[src/rtl/tfdt_pkg.sv]
// Package for the tile de-duplication table: sizes, kind and status codes,
// controller/datapath command and status structs, and the row mirror helper.
// No dependencies.
package tfdt_pkg;

  localparam int MAX_TILES   = 2048;
  localparam int TILE_WIDTH  = 8;
  localparam int TILE_HEIGHT = 8;
  localparam int PIXEL_BITS  = 4;

  localparam int ROW_BITS   = TILE_WIDTH * PIXEL_BITS;
  localparam int TILE_IDX_W = 11;
  localparam int COUNT_W    = 12;
  localparam int ROW_IDX_W  = $clog2(TILE_HEIGHT);
  localparam int STORE_AW   = $clog2(MAX_TILES) + ROW_IDX_W;
  localparam int STORE_DEPTH = 1 << STORE_AW;
  localparam int IN_DATA_W  = 32;
  localparam int OUT_DATA_W = 32;

  localparam logic [1:0] KIND_APPEND = 2'd0;
  localparam logic [1:0] KIND_LOOKUP = 2'd1;
  localparam logic [1:0] KIND_CLEAR  = 2'd2;

  localparam logic [1:0] STATUS_OK        = 2'd0;
  localparam logic [1:0] STATUS_NOT_FOUND = 2'd1;
  localparam logic [1:0] STATUS_FULL      = 2'd2;

  typedef struct packed {
    logic row_wr;
    logic clear;
    logic stage_full;
    logic load;
    logic wr;
    logic append_fin;
    logic scan;
    logic publish;
  } tfdt_cmd_t;

  typedef struct packed {
    logic complete;
    logic full;
    logic wr_last;
    logic scan_done;
    logic out_free;
  } tfdt_stat_t;

  function automatic logic [ROW_BITS-1:0] mirror_row(input logic [ROW_BITS-1:0] r);
    logic [ROW_BITS-1:0] o;
    o = '0;
    for (int i = 0; i < TILE_WIDTH; i++) begin
      o[(TILE_WIDTH-1-i)*PIXEL_BITS +: PIXEL_BITS] = r[i*PIXEL_BITS +: PIXEL_BITS];
    end
    return o;
  endfunction

endpackage

[src/rtl/tfdt_ctrl.sv]
// Controller for the tile de-duplication table: sequences row capture,
// tile append, lookup scan and result hand-off. Uses tfdt_pkg.
module tfdt_ctrl (
  input  logic                  clk_i,
  input  logic                  rst_ni,
  input  logic                  in_valid_i,
  output logic                  in_ready_o,
  input  logic [1:0]            in_kind_i,
  input  tfdt_pkg::tfdt_stat_t  stat_i,
  output tfdt_pkg::tfdt_cmd_t   cmd_o
);

  typedef enum logic [2:0] {
    ST_IDLE,
    ST_LOAD_APP,
    ST_LOAD_SCAN,
    ST_APPEND,
    ST_SCAN,
    ST_RESULT
  } state_e;

  state_e state_q, state_d;
  logic   accept;

  assign in_ready_o = (state_q == ST_IDLE);
  assign accept     = in_valid_i && in_ready_o;

  always_comb begin
    state_d = state_q;
    cmd_o   = '0;
    unique case (state_q)
      ST_IDLE: begin
        if (accept) begin
          unique case (in_kind_i)
            tfdt_pkg::KIND_CLEAR: begin
              cmd_o.clear = 1'b1;
              state_d     = ST_RESULT;
            end
            tfdt_pkg::KIND_APPEND: begin
              cmd_o.row_wr = 1'b1;
              if (stat_i.complete) begin
                if (stat_i.full) begin
                  cmd_o.stage_full = 1'b1;
                  state_d          = ST_RESULT;
                end else begin
                  state_d = ST_LOAD_APP;
                end
              end
            end
            tfdt_pkg::KIND_LOOKUP: begin
              cmd_o.row_wr = 1'b1;
              if (stat_i.complete) begin
                state_d = ST_LOAD_SCAN;
              end
            end
            default: begin
            end
          endcase
        end
      end
      ST_LOAD_APP: begin
        cmd_o.load = 1'b1;
        state_d    = ST_APPEND;
      end
      ST_LOAD_SCAN: begin
        cmd_o.load = 1'b1;
        state_d    = ST_SCAN;
      end
      ST_APPEND: begin
        cmd_o.wr = 1'b1;
        if (stat_i.wr_last) begin
          cmd_o.append_fin = 1'b1;
          state_d          = ST_RESULT;
        end
      end
      ST_SCAN: begin
        cmd_o.scan = 1'b1;
        if (stat_i.scan_done) begin
          state_d = ST_RESULT;
        end
      end
      ST_RESULT: begin
        if (stat_i.out_free) begin
          cmd_o.publish = 1'b1;
          state_d       = ST_IDLE;
        end
      end
      default: begin
        state_d = ST_IDLE;
      end
    endcase
  end

  always_ff @(posedge clk_i or negedge rst_ni) begin
    if (!rst_ni) begin
      state_q <= ST_IDLE;
    end else begin
      state_q <= state_d;
    end
  end

endmodule

[config.mk]
export PLATFORM = sky130hd
export DESIGN_NAME = tfdt_ctrl
export DESIGN_NICKNAME = d
export VERILOG_FILES = /design/src/rtl/tfdt_pkg.sv /design/src/rtl/tfdt_ctrl.sv
export SDC_FILE = /design/constraint.sdc
export NUM_CORES = 1
export LEC_CHECK = 0
export BUFFER_PORTS_ARGS = -buffer_cell sky130_fd_sc_hd__buf_2
export CAP_MARGIN = 20
export CORE_AREA = 2 2 39 41
export CTS_BUF_LIST = sky130_fd_sc_hd__clkbuf_2
export DETAILED_ROUTE_END_ITERATION = 8
export DIE_AREA = 0 0 41 43
export PLACE_DENSITY = 0.57
export SYNTH_ARGS = -nofsm -noshare
export SYNTH_HDL_FRONTEND = slang
export SYNTH_SLANG_ARGS = --single-unit
[constraint.sdc]
create_clock -name clk_i -period 2.2 [get_ports clk_i]
set_clock_uncertainty 0.1 [all_clocks]
set_input_delay 0.66 -clock clk_i [delete_from_list [all_inputs] [get_ports clk_i]]
set_output_delay 0.66 -clock clk_i [all_outputs]
set_load 0.01 [all_outputs]
==> reports/metrics.yaml <==
numCtsBuffers: 3
seq_area_frac_synth_pct: 20.6
clk_pin_slew_worst_paths_ns: 0.04
fin_crit_sh_pct: 96.2
port_buffers: 18
grt_pass1_wl_um: 1350
cp_max_fo: 3
nets: 79
crit_family: "buffers and inverters"
tritoncts: "yes"
pin_count: 19
ys_warn_count: 0
gp_congestion: 0.655
gr-total-overflow: 0
crit_cells: 6
synth_cells: 44
post_cts_resized: 0
drc: 0
antenna_found_initial: 0
num_vias: 365
routedWlPerCell_um: 10.3
die_height_um: 43
r2r-start: "state_q[1]$_DFFE_PN0P_"
root_buffer: "clkbuf_2"
rows: 14
ant_nets: 0
largest_register: "state_q"
p_leak_nw: 0.256
crit_start: "in_kind_i[1]"
power.density_mw_per_mm2: 1020
setup_slack_ns: 0.0846
n_antenna_cell: 0
hold_viol: 0
hpwlAfterDp_um: 641
largestRegisters: "state_q: 3 flops"
drive_above_1_share_pct: 46.9
worst-path-buf-inv: 3
slew-limit-headroom_pct: 76.8
pre_cts_ws_ns: 0.0594
drt_iter0_markers: 4
finalWirelength_um: 824
fmax_ghz: 0.473
crit_type: "in -> out"
h-tree-depth: 1
r2r_setup_slack_ns: 0.86
max-vdd-ir-drop_v: 0.000339
drt-vias-per-instance: 4.56
tightest_slew_ns: 0.348
ctsHoldBuffers: 0
synth_top_area_cell: "dfrtp_1"
die_x_um: 41
mostFrequentLayoutCells: "buf_2 (18), nand2_1 (4), nor2_1 (4), clkbuf_2 (4), ha_1 (3)"
worst_ep_required_time_ns: 1.44
hold_class: "in -> async"
ys_ff_latch: 3
rsz0062_at_grt: "false"
reg2reg_depth: 3
r2r_end: "state_q[2]$_DFFE_PN0P_"
stdcell_area_um2: 498
syn-num-nets: 58
largest_register_ffs: 3
endpoint_kind: "primary output"
power.total_uw: 508
worstPathArrival_ns: 1.36
cts_setup_buffers: 0
core-area_mm2: 0.00138
avgSynthCellArea_um2: 8.27
grt_pass1_vias: 329
initial_utilization_pct: 26.3
grt_use_total_pct: 11.5
die_area_mm2: 0.00176
synth_area_leaders: "dfrtp_1 (21%), ha_1 (14%), xnor2_1 (4.8%)"
synth_area_um2: 364
syn_to_final_growth_pct: 36.8
slowest_delay_ns: 0.21
outcome: "completed"
clkSinkCount: 3
clock_path_buffers: 2
yosysUniqueCellTypes: 28
clkLatencyLatePin_ns: 0.20
cp_cell_sequence: "buf_2, inv_1, ha_1, nor2_1, nor2_1, buf_2"
worstSetupStartpointType: "input port"
slowest_stage: "ha_1"
first_pass_iters: 4
synth_top_area_share_pct: 20.6
slew_viol_final: 0
setup_viol: 0
placed_area_um2: 458
mostFrequentLayoutCell: "buf_2"
cp-endpoint: "cmd_o[7]"
period_needed_ns: 2.12
grt_max_degree: 13
maxCapViolations: 0
fin_tns_setup_ns: 0
[logic make-up after synthesis]
group           count (synthesis)  share of synthesized area [%]
flops                           3                           20.6
fa+ha+maj                       4                           13.7
buf+inv                         6                           9.62
simple gates                   19                           29.5
xor+xnor                        2                           4.81
compound gates                 10                           21.7
[through the flow]
step	utilization (%)	std cells	hold slack, ns
5_1_grt	36.0	80	0.125
3_5_place_dp	33.1	76	0.356
2_1_floorplan	-	44	0.264
6_report	36.0	80	0.143
4_1_cts	34.5	80	0.134
3_3_place_gp	33.1	76	0.355
[Yosys cell counts (all sizes together)]
master / instances
and2: 1
o31a: 1
ha: 4
a21boi: 1
a22oi: 1
dfrtp: 3
o32ai: 1
o31ai: 1
buf: 3
and2b: 1
inv: 3
nand2b: 2
nand3: 1
nor3: 2
o211ai: 1
and3: 2
a21oi: 2
o21ai: 1
nand2: 4
xnor2: 2
o2111ai: 1
nor2: 4
or2: 1
nor3b: 1
[power breakdown]
group / total, mW / internal [mW] / switching [mW]
registers: 0.166 / 0.0829 / 0.0833
logic: 0.266 / 0.144 / 0.121
clock network: 0.0764 / 0.0480 / 0.0285
total: 0.508 / 0.275 / 0.233
[routing by layer]
| layer | GRT usage [%] | wire length, um | vias to the layer above |
|---|---|---|---|
| li1 | - | - | 191 |
| met1 | 13.8 | 386 | 161 |
| met2 | 16.6 | 389 | 13 |
| met3 | 3.66 | 48 | 0 |
| met4 | 8.00 | 0 | 0 |
| met5 | 0 | 0 | - |
[worst min-delay path by stage]
stage,startpoint,end,slack (ns),depth (start not counted)
2_1_floorplan,rst_ni,state_q[0]$_DFFE_PN0P_,0.26,0
3_5_place_dp,rst_ni,state_q[1]$_DFFE_PN0P_,0.36,1
5_1_grt,rst_ni,state_q[0]$_DFFE_PN0P_,0.13,1
4_1_cts,rst_ni,state_q[2]$_DFFE_PN0P_,0.13,1
3_3_place_gp,rst_ni,state_q[1]$_DFFE_PN0P_,0.36,1
6_report,rst_ni,state_q[2]$_DFFE_PN0P_,0.14,1
[final cells by class]
cell class / count / area (um2)
Clock buffer: 4 / 20.0
Fill cell: 152 / 886
Inverter: 3 / 11.3
Tap cell: 16 / 20.0
Multi-Input combinational cell: 35 / 273
Sequential cell: 3 / 76.3
Timing Repair Buffer: 19 / 97.6
Note: power is estimated with default switching activity, not from simulation.
